[src/design/lpf3_pkg.sv]
package lpf3_pkg;

  localparam int AXES = 3;

  localparam int CUT_W  = 24;
  localparam int TS_W   = 32;
  localparam int DATA_W = 32;
  localparam int ADDR_W = 3;

  localparam logic [CUT_W-1:0] CUT_RESET = 24'd2560;
  localparam logic [TS_W-1:0]  TS_RESET  = 32'd4294967;

  localparam logic REG_CUTOFF = 1'b0;
  localparam logic REG_TSTEP  = 1'b1;

  // coefficient arithmetic
  localparam int P_W   = CUT_W + TS_W;
  localparam int K_W   = P_W - 8;
  localparam int R_W   = K_W + 1;
  localparam int B_W   = 31;
  localparam int CNT_W = 5;
  localparam logic [31:0] PI_Q30 = 32'hC90FDAA2;
  localparam logic [R_W-1:0] DEN_ONE = {{(R_W-31){1'b0}}, 1'b1, 30'b0};

  // serial multiply in the lanes
  localparam int MUL_STEPS = B_W;
  localparam int RND_STEP  = 29;

  typedef enum logic [1:0] {
    S_IDLE,
    S_MUL,
    S_FIN
  } lpf3_state_t;

  typedef enum logic [1:0] {
    C_PROD,
    C_PI,
    C_DIV,
    C_DONE
  } lpf3_coef_state_t;

  typedef struct packed {
    logic load;
    logic step;
    logic rnd;
    logic last;
    logic commit;
    logic bypass;
  } lpf3_lane_ctl_t;

endpackage

[src/design/lpf3_coef.sv]
module lpf3_coef (
  input  logic                         clk,
  input  logic                         rst_n,
  input  logic                         restart,
  input  logic [lpf3_pkg::CUT_W-1:0]   cutoff_freq,
  input  logic [lpf3_pkg::TS_W-1:0]    time_step,
  output logic [lpf3_pkg::B_W-1:0]     coef_b,
  output logic                         coef_ready
);
  import lpf3_pkg::*;

  lpf3_coef_state_t state_r, state_nxt;
  logic [CNT_W-1:0] cnt_r, cnt_nxt;
  logic [P_W-1:0]   prod_r, prod_nxt;
  logic [P_W-1:0]   pk_r, pk_nxt;
  logic [R_W-1:0]   rem_r, rem_nxt;
  logic [B_W-1:0]   q_r, q_nxt;

  logic [CNT_W-1:0] cut_idx;
  logic [P_W:0]     pi_sum;
  logic [R_W-1:0]   den;
  logic [R_W:0]     rem2;
  logic [R_W:0]     diff;
  logic             ge;
  logic [B_W:0]     q_inc;

  assign cut_idx = CNT_W'(CUT_W - 1) - cnt_r;
  assign pi_sum  = {1'b0, pk_r} + (PI_Q30[cnt_r] ? {1'b0, prod_r} : '0);
  assign den     = DEN_ONE + {1'b0, pk_r[P_W-1:8]};
  assign rem2    = {rem_r, 1'b0};
  assign diff    = rem2 - {1'b0, den};
  assign ge      = rem2 >= {1'b0, den};
  assign q_inc   = {1'b0, q_r} + {{B_W{1'b0}}, 1'b1};

  // next state
  always_comb begin
    state_nxt = state_r;
    if (restart) begin
      state_nxt = C_PROD;
    end else begin
      case (state_r)
        C_PROD: if (cnt_r == CNT_W'(CUT_W - 1)) state_nxt = C_PI;
        C_PI:   if (cnt_r == CNT_W'(31)) state_nxt = C_DIV;
        C_DIV:  if (cnt_r == CNT_W'(B_W - 1)) state_nxt = C_DONE;
        C_DONE: state_nxt = C_DONE;
        default: state_nxt = C_PROD;
      endcase
    end
  end

  // datapath
  always_comb begin
    cnt_nxt  = cnt_r;
    prod_nxt = prod_r;
    pk_nxt   = pk_r;
    rem_nxt  = rem_r;
    q_nxt    = q_r;
    if (restart) begin
      cnt_nxt  = '0;
      prod_nxt = '0;
    end else begin
      case (state_r)
        C_PROD: begin
          prod_nxt = {prod_r[P_W-2:0], 1'b0} + (cutoff_freq[cut_idx] ? P_W'(time_step) : '0);
          if (cnt_r == CNT_W'(CUT_W - 1)) begin
            cnt_nxt = '0;
            pk_nxt  = '0;
          end else begin
            cnt_nxt = cnt_r + 1'b1;
          end
        end
        C_PI: begin
          pk_nxt  = pi_sum[P_W:1];
          cnt_nxt = cnt_r + 1'b1;
          if (cnt_r == CNT_W'(31)) begin
            rem_nxt = {1'b0, pi_sum[P_W:9]};
            q_nxt   = '0;
          end
        end
        C_DIV: begin
          rem_nxt = ge ? diff[R_W-1:0] : rem2[R_W-1:0];
          q_nxt   = {q_r[B_W-2:0], ge};
          cnt_nxt = cnt_r + 1'b1;
        end
        C_DONE: begin
          cnt_nxt = cnt_r;
        end
        default: begin
          cnt_nxt = '0;
        end
      endcase
    end
  end

  always_ff @(posedge clk) begin
    if (!rst_n) begin
      state_r <= C_PROD;
      cnt_r   <= '0;
      prod_r  <= '0;
    end else begin
      state_r <= state_nxt;
      cnt_r   <= cnt_nxt;
      prod_r  <= prod_nxt;
    end
    pk_r  <= pk_nxt;
    rem_r <= rem_nxt;
    q_r   <= q_nxt;
  end

  assign coef_b     = q_inc[B_W:1];
  assign coef_ready = (state_r == C_DONE);

endmodule

[src/design/lpf3_lane.sv]
module lpf3_lane #(
  parameter int SAMPLE_WIDTH = 32
) (
  input  logic                           clk,
  input  lpf3_pkg::lpf3_lane_ctl_t       ctl,
  input  logic [lpf3_pkg::B_W-1:0]       coef_b,
  input  logic signed [SAMPLE_WIDTH-1:0] sample,
  output logic signed [SAMPLE_WIDTH-1:0] filtered
);
  import lpf3_pkg::*;

  localparam int SW = SAMPLE_WIDTH;
  localparam int DW = SW + 2;
  localparam int AW = SW + 3;
  localparam int YW = SW + 4;

  logic signed [SW-1:0] x_prev_r, y_prev_r, x_cur_r;
  logic signed [DW-1:0] d_r;
  logic signed [AW-1:0] acc_r;
  logic [B_W-1:0]       b_sh_r;

  logic signed [DW-1:0] d_nxt;
  logic signed [AW-1:0] addend, sum, acc_nxt;
  logic signed [YW-1:0] y_full;
  logic                 y_ok;
  logic signed [SW-1:0] y_sat;

  // d = x + x_prev - 2*y_prev
  assign d_nxt = {{2{sample[SW-1]}}, sample} + {{2{x_prev_r[SW-1]}}, x_prev_r}
               - {y_prev_r[SW-1], y_prev_r, 1'b0};

  // one bit of b per cycle, lsb first, floor shift
  assign addend  = b_sh_r[0] ? {{(AW-DW){d_r[DW-1]}}, d_r} : '0;
  assign sum     = acc_r + addend + {{(AW-1){1'b0}}, ctl.rnd};
  assign acc_nxt = ctl.last ? sum : {sum[AW-1], sum[AW-1:1]};

  assign y_full = {{(YW-SW){y_prev_r[SW-1]}}, y_prev_r} + {{(YW-AW){acc_r[AW-1]}}, acc_r};
  assign y_ok   = (&y_full[YW-1:SW-1]) | ~(|y_full[YW-1:SW-1]);
  assign y_sat  = y_ok ? y_full[SW-1:0] : {y_full[YW-1], {(SW-1){~y_full[YW-1]}}};

  always_ff @(posedge clk) begin
    if (ctl.load) begin
      x_cur_r <= sample;
      d_r     <= d_nxt;
      acc_r   <= '0;
      b_sh_r  <= coef_b;
    end else if (ctl.step) begin
      acc_r  <= acc_nxt;
      b_sh_r <= {1'b0, b_sh_r[B_W-1:1]};
    end
    if (ctl.commit) begin
      x_prev_r <= x_cur_r;
      y_prev_r <= ctl.bypass ? x_cur_r : y_sat;
    end
  end

  assign filtered = y_prev_r;

endmodule

[src/design/first_order_lowpass_3axis.sv]
// three-axis first-order low-pass filter, bilinear form, Q16.16 samples
// input channel: in_valid/in_ready carry one sample per axis and a restart bit;
// restart (or the first request after reset) passes the samples straight through
// result channel: out_valid/out_ready carry the filtered vector, one per request
// config: apb-style write port, cutoff_freq at 0x0, time_step at 0x4, pready tied high
// each config write, and reset, start a coefficient calculation (24 product steps,
// 32 pi steps, 31 division steps) during which in_ready is low
// a request runs as a load, the bit-serial multiply (one bit of the coefficient
// per cycle, all axes in parallel lanes) and a commit; out_valid rises the cycle
// after commit, so the next request can be accepted while a result waits in the
// output register
// if the receiver stalls, a finished request holds in the commit cycle until the
// output register is taken, and in_ready stays low meanwhile
// reset (rst_n low, synchronous) clears the handshakes and restores cutoff 10 Hz
module first_order_lowpass_3axis #(
  parameter int SAMPLE_WIDTH = 32
) (
  input  logic                              clk,
  input  logic                              rst_n,
  input  logic                              in_valid,
  output logic                              in_ready,
  input  logic signed [SAMPLE_WIDTH-1:0]    in_x_sample,
  input  logic signed [SAMPLE_WIDTH-1:0]    in_y_sample,
  input  logic signed [SAMPLE_WIDTH-1:0]    in_z_sample,
  input  logic                              in_restart,
  output logic                              out_valid,
  input  logic                              out_ready,
  output logic signed [SAMPLE_WIDTH-1:0]    out_x_filtered,
  output logic signed [SAMPLE_WIDTH-1:0]    out_y_filtered,
  output logic signed [SAMPLE_WIDTH-1:0]    out_z_filtered,
  input  logic                              psel,
  input  logic                              penable,
  input  logic                              pwrite,
  input  logic [lpf3_pkg::ADDR_W-1:0]       paddr,
  input  logic [lpf3_pkg::DATA_W-1:0]       pwdata,
  output logic [lpf3_pkg::DATA_W-1:0]       prdata,
  output logic                              pready
);
  import lpf3_pkg::*;

  lpf3_state_t    state_r, state_nxt;
  logic [CNT_W-1:0] cnt_r, cnt_nxt;
  logic           first_pending_r, first_pending_nxt;
  logic           bypass_r, bypass_nxt;
  logic           out_valid_r, out_valid_nxt;
  logic [CUT_W-1:0] cutoff_r;
  logic [TS_W-1:0]  tstep_r;

  logic           cfg_wr;
  logic           coef_ready;
  logic [B_W-1:0] coef_b;
  logic           accept;
  logic           slot_free;
  logic           mul_last;
  lpf3_lane_ctl_t lane_ctl;

  logic signed [SAMPLE_WIDTH-1:0] lane_in  [AXES];
  logic signed [SAMPLE_WIDTH-1:0] lane_out [AXES];

  // configuration port
  assign pready = 1'b1;
  assign cfg_wr = psel & penable & pwrite & pready;
  assign prdata = (paddr[2] == REG_TSTEP) ? tstep_r : {{(DATA_W-CUT_W){1'b0}}, cutoff_r};

  always_ff @(posedge clk) begin
    if (!rst_n) begin
      cutoff_r <= CUT_RESET;
      tstep_r  <= TS_RESET;
    end else if (cfg_wr) begin
      if (paddr[2] == REG_CUTOFF) begin
        cutoff_r <= pwdata[CUT_W-1:0];
      end else begin
        tstep_r <= pwdata[TS_W-1:0];
      end
    end
  end

  lpf3_coef u_coef (
    .clk         (clk),
    .rst_n       (rst_n),
    .restart     (cfg_wr),
    .cutoff_freq (cutoff_r),
    .time_step   (tstep_r),
    .coef_b      (coef_b),
    .coef_ready  (coef_ready)
  );

  assign in_ready  = (state_r == S_IDLE) && coef_ready;
  assign accept    = in_valid && in_ready;
  assign slot_free = !out_valid_r || out_ready;
  assign mul_last  = (cnt_r == CNT_W'(MUL_STEPS - 1));

  // next state
  always_comb begin
    state_nxt = state_r;
    case (state_r)
      S_IDLE:  if (accept) state_nxt = S_MUL;
      S_MUL:   if (mul_last) state_nxt = S_FIN;
      S_FIN:   if (slot_free) state_nxt = S_IDLE;
      default: state_nxt = S_IDLE;
    endcase
  end

  // outputs and counters
  always_comb begin
    lane_ctl          = '0;
    cnt_nxt           = cnt_r;
    first_pending_nxt = first_pending_r;
    bypass_nxt        = bypass_r;
    case (state_r)
      S_IDLE: begin
        lane_ctl.load = accept;
        cnt_nxt       = '0;
        if (accept) begin
          bypass_nxt        = first_pending_r | in_restart;
          first_pending_nxt = 1'b0;
        end
      end
      S_MUL: begin
        lane_ctl.step = 1'b1;
        lane_ctl.rnd  = (cnt_r == CNT_W'(RND_STEP));
        lane_ctl.last = mul_last;
        cnt_nxt       = cnt_r + 1'b1;
      end
      S_FIN: begin
        lane_ctl.commit = slot_free;
        lane_ctl.bypass = bypass_r;
      end
      default: begin
        cnt_nxt = '0;
      end
    endcase
    out_valid_nxt = lane_ctl.commit ? 1'b1 : (out_ready ? 1'b0 : out_valid_r);
  end

  always_ff @(posedge clk) begin
    if (!rst_n) begin
      state_r         <= S_IDLE;
      cnt_r           <= '0;
      first_pending_r <= 1'b1;
      bypass_r        <= 1'b0;
      out_valid_r     <= 1'b0;
    end else begin
      state_r         <= state_nxt;
      cnt_r           <= cnt_nxt;
      first_pending_r <= first_pending_nxt;
      bypass_r        <= bypass_nxt;
      out_valid_r     <= out_valid_nxt;
    end
  end

  assign lane_in[0] = in_x_sample;
  assign lane_in[1] = in_y_sample;
  assign lane_in[2] = in_z_sample;

  for (genvar g = 0; g < AXES; g++) begin : g_lane
    lpf3_lane #(
      .SAMPLE_WIDTH (SAMPLE_WIDTH)
    ) u_lane (
      .clk      (clk),
      .ctl      (lane_ctl),
      .coef_b   (coef_b),
      .sample   (lane_in[g]),
      .filtered (lane_out[g])
    );
  end

  assign out_valid      = out_valid_r;
  assign out_x_filtered = lane_out[0];
  assign out_y_filtered = lane_out[1];
  assign out_z_filtered = lane_out[2];

  // a commit never overwrites a result that was not taken
  a_no_overwrite: assert property (@(posedge clk) disable iff (!rst_n)
    lane_ctl.commit |-> (!out_valid_r || out_ready))
    else $error("result overwritten");

  // an accepted request starts the multiply from the first bit
  a_start_mul: assert property (@(posedge clk) disable iff (!rst_n)
    accept |=> (state_r == S_MUL) && (cnt_r == '0))
    else $error("multiply did not start");

  // a new result appears only after a commit cycle
  a_out_after_fin: assert property (@(posedge clk) disable iff (!rst_n)
    $rose(out_valid_r) |-> $past(state_r == S_FIN))
    else $error("result without commit");

  // the coefficient never exceeds one
  a_coef_range: assert property (@(posedge clk) disable iff (!rst_n)
    coef_ready |-> (coef_b <= B_W'(31'h40000000)))
    else $error("coefficient out of range");

endmodule
[config.mk]
export PLATFORM = sky130hd
export DESIGN_NAME = first_order_lowpass_3axis
export DESIGN_NICKNAME = d
export VERILOG_FILES = /design/src/design/lpf3_pkg.sv /design/src/design/lpf3_coef.sv /design/src/design/lpf3_lane.sv /design/src/design/first_order_lowpass_3axis.sv
export SDC_FILE = /design/constraint.sdc
export NUM_CORES = 2
export LEC_CHECK = 0
export BUFFER_PORTS_ARGS = -buffer_cell sky130_fd_sc_hd__buf_2
export CAP_MARGIN = 20
export CORE_MARGIN = 2
export CORE_UTILIZATION = 40
export CTS_BUF_LIST = sky130_fd_sc_hd__clkbuf_8
export CTS_CLUSTER_DIAMETER = 80
export CTS_CLUSTER_SIZE = 25
export DETAILED_ROUTE_END_ITERATION = 6
export GPL_TIMING_DRIVEN = 0
export HOLD_SLACK_MARGIN = 0.15
export SLEW_MARGIN = 25
export SYNTH_ARGS = -nofsm -noshare
export SYNTH_HDL_FRONTEND = slang
export SYNTH_SLANG_ARGS = --single-unit
[constraint.sdc]
create_clock -name clk -period 9.33 [get_ports clk]
set_input_delay 0.4665 -clock clk [delete_from_list [all_inputs] [get_ports clk]]
set_output_delay 0.4665 -clock clk [all_outputs]
set_load 0.01 [all_outputs]
Word level (Yosys, flattened, before mapping)
Memory sizes are Yosys's and may differ from the RTL's. A register that Yosys moved wholly into a read port is not among the register bits.
Cells that the tools add are included.
{"block": "totals", "elab_cells": 163, "romBits": 32, "input_bits": 139, "reg_bits": 853, "memories": 1, "output_inout_bits": 131}
{"block": "classes", "n_mux": 49, "n_eq_ne": 16, "magnitude_cmp": 3, "add_sub_neg": 23, "n_bitwise": 15, "n_reduce_logical": 25}
{"memory": "(name not given)", "depth": 32, "word_bits": 1, "rd": 1, "rd_clocked_by_memory_dff": 1, "wr": 0, "line_no": "lpf3_coef.sv:28", "text": "assign pi_sum = {1'b0, pk_r} + (PI_Q30[cnt_r] ? {1'b0, prod_r} : '0);"}
{"operator": "32-bit 2-to-1 mux", "count": 8}
{"operator": "31-bit 2-to-1 mux", "count": 7}
{"operator": "56-bit 2-to-1 mux", "count": 2}
{"operator": "56-bit case mux with 2 select lines", "count": 1}
{"operator": "32-bit by 35-bit adder with 36-bit output", "count": 3}
{"operator": "35-bit by 1-bit adder with 35-bit output", "count": 3}
{"operator": "35-bit adder", "count": 3}
{"operator": "35-bit 2-to-1 mux", "count": 3}
{"operator": "34-bit 2-to-1 mux", "count": 3}
{"operator": "33-bit by 33-bit subtractor with 34-bit output", "count": 3}
{"operator": "32-bit by 32-bit adder with 33-bit output", "count": 3}
{"operator": "49-bit 2-to-1 mux", "count": 2}
{"operator": "49-bit case mux with 2 select lines", "count": 1}
{"operator": "31-bit case mux with 2 select lines", "count": 1}
{"operator": "56-bit by 57-bit adder with 57-bit output", "count": 1}
{"operator": "56-bit adder", "count": 1}
{"operator": "50-bit by 49-bit >= comparator with 1-bit output", "count": 1}
{"operator": "31-bit by 48-bit adder with 49-bit output, first input constant", "count": 1}
{"operator": "49-bit subtractor", "count": 1}
{"operator": "31-bit by 1-bit adder with 32-bit output, second input constant", "count": 1}
{"operator": "5-bit equality test, second input constant", "count": 5}
{"operator": "5-bit case mux with 2 select lines", "count": 2}
{"operator": "5-bit 2-to-1 mux", "count": 3}
{"operator": "5-bit AND reduction", "count": 3}
{"operator": "25 further kinds", "count": 69}

Depth between registers and ports, before layout
{"block": "depth", "ltp_word": 6, "depth_mapped": 24}

Hierarchy
A second synthesis with hierarchy kept.
{"block": "hier_totals", "hier_cells": 6372, "area_unflattened_um2": 60875.9}
{"mod": "lpf3_lane (g_lane[0].u_lane ...)", "area_each_um2": 13465.4, "n_inst": 2, "cells_per_inst": 1308}
{"mod": "lpf3_coef", "area_each_um2": 17390.4, "n_inst": 1, "cells_per_inst": 2059}
{"mod": "lpf3_lane (g_lane[2].u_lane)", "area_each_um2": 13653.1, "n_inst": 1, "cells_per_inst": 1365}
{"mod": "first_order_lowpass_3axis", "area_each_um2": 2901.5, "n_inst": 1, "cells_per_inst": 332}

Worst setup path before layout
No wires, ideal clock.
{"block": "synth_path", "kind": "register -> register", "from": "reg u_coef.state_r[0]", "to": "reg g_lane[0].u_lane.d_r[0] (enable)", "setup_time_ns": 0.640, "n_path_buf": 3, "synth_period_minus_slack_ns": 7.838, "path_slack_ns": 1.492, "arrival_time_ns": 7.198, "path_stages_with_launch": 8, "required_ns": 8.690, "path_cell_list": "dfxtp_1 > ha_1 > clkbuf_1 > nor3b_1 > nand2_1 > clkbuf_1 > clkinv_1 > clkbuf_1"}
{"item": "start, declared", "line_no": "lpf3_coef.sv:12", "text": "lpf3_coef_state_t state_r, state_nxt;"}
{"item": "start signal, assigned", "line_no": "lpf3_coef.sv:101", "text": "state_r <= state_nxt;"}
{"item": "end signal, assigned", "line_no": "lpf3_lane.sv:44", "text": "d_r <= d_nxt;"}
{"item": "end, declared", "line_no": "lpf3_lane.sv:18", "text": "logic signed [DW-1:0] d_r;"}

Worst setup path after layout
{"block": "layout_path", "from": "reg u_coef.cnt_r[0]", "to": "reg u_coef.prod_r[54]"}
{"block": "layout_between", "elab_chain_len": 5}
{"item": "start, declared", "line_no": "lpf3_coef.sv:13", "text": "logic [CNT_W-1:0] cnt_r, cnt_nxt;"}
{"item": "start signal, assigned", "line_no": "lpf3_coef.sv:102", "text": "cnt_r <= cnt_nxt;"}
{"item": "5-bit subtractor", "line_no": "lpf3_coef.sv:27", "text": "assign cut_idx = CNT_W'(CUT_W - 1) - cnt_r;"}
{"item": "1-bit binary-select mux with 5-bit select", "line_no": "lpf3_coef.sv:64", "text": "prod_nxt = {prod_r[P_W-2:0], 1'b0} + (cutoff_freq[cut_idx] ? P_W'(time_step) : '0);"}
{"item": "1-bit 2-to-1 mux (implied by the code)", "line_no": "lpf3_coef.sv:64"}
{"item": "32-bit 2-to-1 mux", "line_no": "lpf3_coef.sv:64"}
{"item": "56-bit adder", "line_no": "lpf3_coef.sv:64"}
{"item": "end signal, assigned", "line_no": "lpf3_coef.sv:103", "text": "prod_r <= prod_nxt;"}
{"item": "end, declared", "line_no": "lpf3_coef.sv:14", "text": "logic [P_W-1:0] prod_r, prod_nxt;"}
No other way between the ends. The select of a mux whose other input is x is not followed.
A chain may end at the register's enable or synchronous reset.

==> summary.md <==
| Metric | Value |
|---|---|
| Status | `finished clean` |
| Num rows | `139` |
| Boundary Pins | `270` |
| Dpl cells | `8,513` |
| Clk_skew | `0.0814 ns` |
| Via Count | `47,500` |
| Syn Nets | `7,032` |
| Worst slew margin | `0.250` |
| Top cells by area, synth | `edfxtp_1, ha_1, dfxtp_1` |
| CP peak stage delay | `0.66 ns` |
| GR Overflow Total | `0` |
| Die H | `383 um` |
| I/O Buffers | `265` |
| Fin crit period | `6.77 ns` |
| First-pass GRT wire length | `263,000 um` |
| Final WL | `171,000 um` |
| ANT nets after route | `0` |
| Final Instance Area | `64,200 um2` |
| Async set-reset flop share out of synthesis | `0` |
| CP Launch Type | `flip-flop` |
| CTS Root Cell | `clkbuf_8` |
| Core area | `143,000 um2` |
| Final Setup Violations | `0` |
| Post-synthesis instance total | `6,333` |
| Max Root-Sink Buffers | `3` |
| Syn avg cell area | `9.10 um2` |
| Non-filler cells, final | `8,745` |
| CP endpoint kind | `flip-flop` |
| CP bufs+invs | `3` |
| Die W | `383 um` |
| Pre-antenna DRT Iters | `6` |
| Latest clock arrival within the worst-skew pair | `0.83 ns` |
| Clock sink count | `792` |
| CP Data Arrival Time | `7.43 ns` |
| Area leader, netlist | `edfxtp_1` |
| Critical path required time | `9.99 ns` |
| First-iteration detailed-routing DRC count | `3,440` |
| Netlist cell types | `91` |
| Fin worst setup slack | `2.56 ns` |
| FMAX | `0.148 GHz` |
| # resized after CTS | `0` |
| Cell Pwr Density | `219 nW/um2` |
| Worst hold path class | `primary input to flip-flop` |
| Crit path cell chain | `clkbuf_1 -> mux4_2 -> nor2b_1 -> a211oi_1 -> a211oi_1 -> a21oi_1 -> clkbuf_1 -> nor2b_1 -> ha_1 -> and3_1 -> a31oi_1 -> o21ai_0 -> a21oi_1 -> o21ai_1 -> a221o_1 -> a41oi_1 -> o22ai_1 -> o41ai_1 -> clkbuf_1 -> nor3_1 -> xnor2_1 -> a21oi_1` |
| Yosys warning count | `0` |
| Worst vdd rail ir drop | `189 uV` |
| Placed cell areas | `61,600 um2` |
| Max Fanout on Critical Path | `10` |
| CP max-delay cell | `o41ai_1` |
| Pre-CTS WS | `2.69 ns` |
| Fillers | `14,300` |
| Final Net Count | `7,493` |
| Unrepaired setup endpoints after global routing | `false` |
| WS Path Type | `flip-flop to flip-flop` |
| Count of pins over their slew limit | `0` |
| Clk slew on worst S/H paths | `0.13 ns` |
| Initial antenna violation count | `10` |
| Slew @ Worst Pin | `1.12 ns` |
| Flops & latches, synth | `792` |
| Lkg Pwr | `27.9 nW` |
| CP delay by family, top | `compound AO/OA/AOI/OAI gates` |
| CTS tree | `done` |
| Drt drc | `0` |
| Num CTS Buffers | `51` |
| Avg WL per Cell | `19.6 um` |
| Largest net degree at the start of global routing | `53` |
| MaxCap Viol Count | `0` |
| Fraction of layout cells with a size suffix above 1 | `0.0692` |
| Synth-to-Final Area Change | `11.4%` |
| Fin crit share | `0.725` |
| DP HPWL | `135,000 um` |
| Vias in the first global route | `46,000` |
| GP Congestion | `0.923` |
| Top-area cell type share of the netlist area | `0.290` |
| Die area | `147,000 um2` |
| Synthesized area | `57,600 um2` |
| Vias per inst | `5.43` |
| Most frequently used flop master after synthesis | `edfxtp_1` |
| Fin. Hold Viols | `0` |
| H-tree Lvls | `2` |
| TNS Setup | `0 ns` |
| Post-synth EDFFs | `557` |
| Starting density of the core | `0.402` |
| Sequential area share after synthesis | `0.372` |
| Gr usage total | `0.227` |
## where the power goes
part	leakage (nW)	switching, mW	internal, mW
combinational	20.3	4.16	2.89
clock	0.609	1.39	0.642
sequential	6.99	0.522	4.44
total	27.9	6.08	7.98
## path summary, 6_finish.rpt
check                          startpoint                            end  slack (ns)  cells past startpoint
max reg2reg               u_coef.cnt_r[0]              u_coef.prod_r[54]        2.56                     22
min reg2reg  g_lane[0].u_lane.x_cur_r[22]  g_lane[0].u_lane.x_prev_r[22]        0.45                      0
min                               penable                   cutoff_r[17]        0.30                      5
max                       u_coef.cnt_r[0]              u_coef.prod_r[54]        2.56                     22
## state kept, by name, summed over array words and instances, names as in the netlist, 31 cells and up, named ones only
register and cells:
g_lane.u_lane.acc_r 105, u_coef.rem_r 49, g_lane.u_lane.x_prev_r 96, g_lane.u_lane.d_r 102
g_lane.u_lane.b_sh_r 31, tstep_r 32, u_coef.q_r 31, g_lane.u_lane.filtered 96
g_lane.u_lane.x_cur_r 96, u_coef.pk_r 56, u_coef.prod_r 56
## cells in the mapped netlist (all sizes together), types with 127 or more instances
cell type,number
nand2,526
inv,540
o21ai,324
and2,262
clkbuf,215
ha,455
a21oi,608
nand3,127
nor2,486
a21o,291
xor2,179
xnor2,296
edfxtp,557
dfxtp,235
## cells in the final DEF (no fill, tap or decap), types with 179 or more instances in the layout
| cell | instances |
|---|---|
| nor2_1 | 485 |
| xor2_1 | 179 |
| o21ai_0 | 250 |
| ha_1 | 455 |
| inv_1 | 542 |
| edfxtp_1 | 557 |
| buf_2 | 279 |
| clkbuf_1 | 209 |
| xnor2_1 | 296 |
| and2_1 | 261 |
| a21oi_1 | 608 |
| nand2_1 | 524 |
| dfxtp_1 | 235 |
| a21o_1 | 291 |
## worst min-delay path, cell delays in order
cell	delay, ns
buf_2	0.10
nand3_1	0.17
nor2_1	0.16
nand2_1	0.09
a21boi_0	0.06
## routing by layer
metal / share of wire / GRT usage / wire length [um] / up-vias
met1: 0.45 / 0.305 / 77100 / 22800
met2: 0.47 / 0.386 / 81100 / 1175
met3: 0.045 / 0.0209 / 7700 / 230
met4: 0.029 / 0.0672 / 5050 / 10
met5: 0.00033 / 0 / 56 / -
li1: - / - / - / 23300
## kinds of logic (layout without fill, tap and decap cells)
group,Yosys count,in the layout,synth area share
multiplexers,109,109,0.0209
XOR/XNOR,475,475,0.0722
adder cells (fa/ha/maj),560,560,0.135
AO/OA/AOI/OAI,1756,1756,0.193
flip-flops,792,792,0.372
other,1,6,0.0000651
AND/OR/NAND/NOR,1848,1848,0.154
buffers and inverters,792,1296,0.0527
## metrics by stage
stage                     power, mW   util  hold slack (ns)
final                          14.1  0.448            0.299
after global routing           15.1  0.448            0.287
after CTS                      14.1  0.448            0.218
after detailed placement       12.0  0.430            0.434
after global placement         11.9  0.428            0.430
after floorplan                10.2      -            0.423
## repair_timing
action	4_1_cts	5_1_grt
hold buffers	131	0
hold endpoints to repair	158	0
setup buffers	0	0
## area by class of cell
| cell class | instances | area [um2] | share of cell area |
|---|---|---|---|
| inverters | 542 | 2030 | 0.0317 |
| flip-flops and latches | 792 | 21400 | 0.334 |
| multi-input cells | 4749 | 33200 | 0.517 |
| clock buffers | 52 | 716 | 0.0112 |
| plain buffers | 250 | 1010 | 0.0158 |
| diodes | 5 | 12.5 | 0.000195 |
| repair buffers | 408 | 2940 | 0.0458 |
| clock inverters | 44 | 489 | 0.00762 |
| well taps | 1903 | 2380 | 0.0371 |
Power figures use the tool's default switching activity.
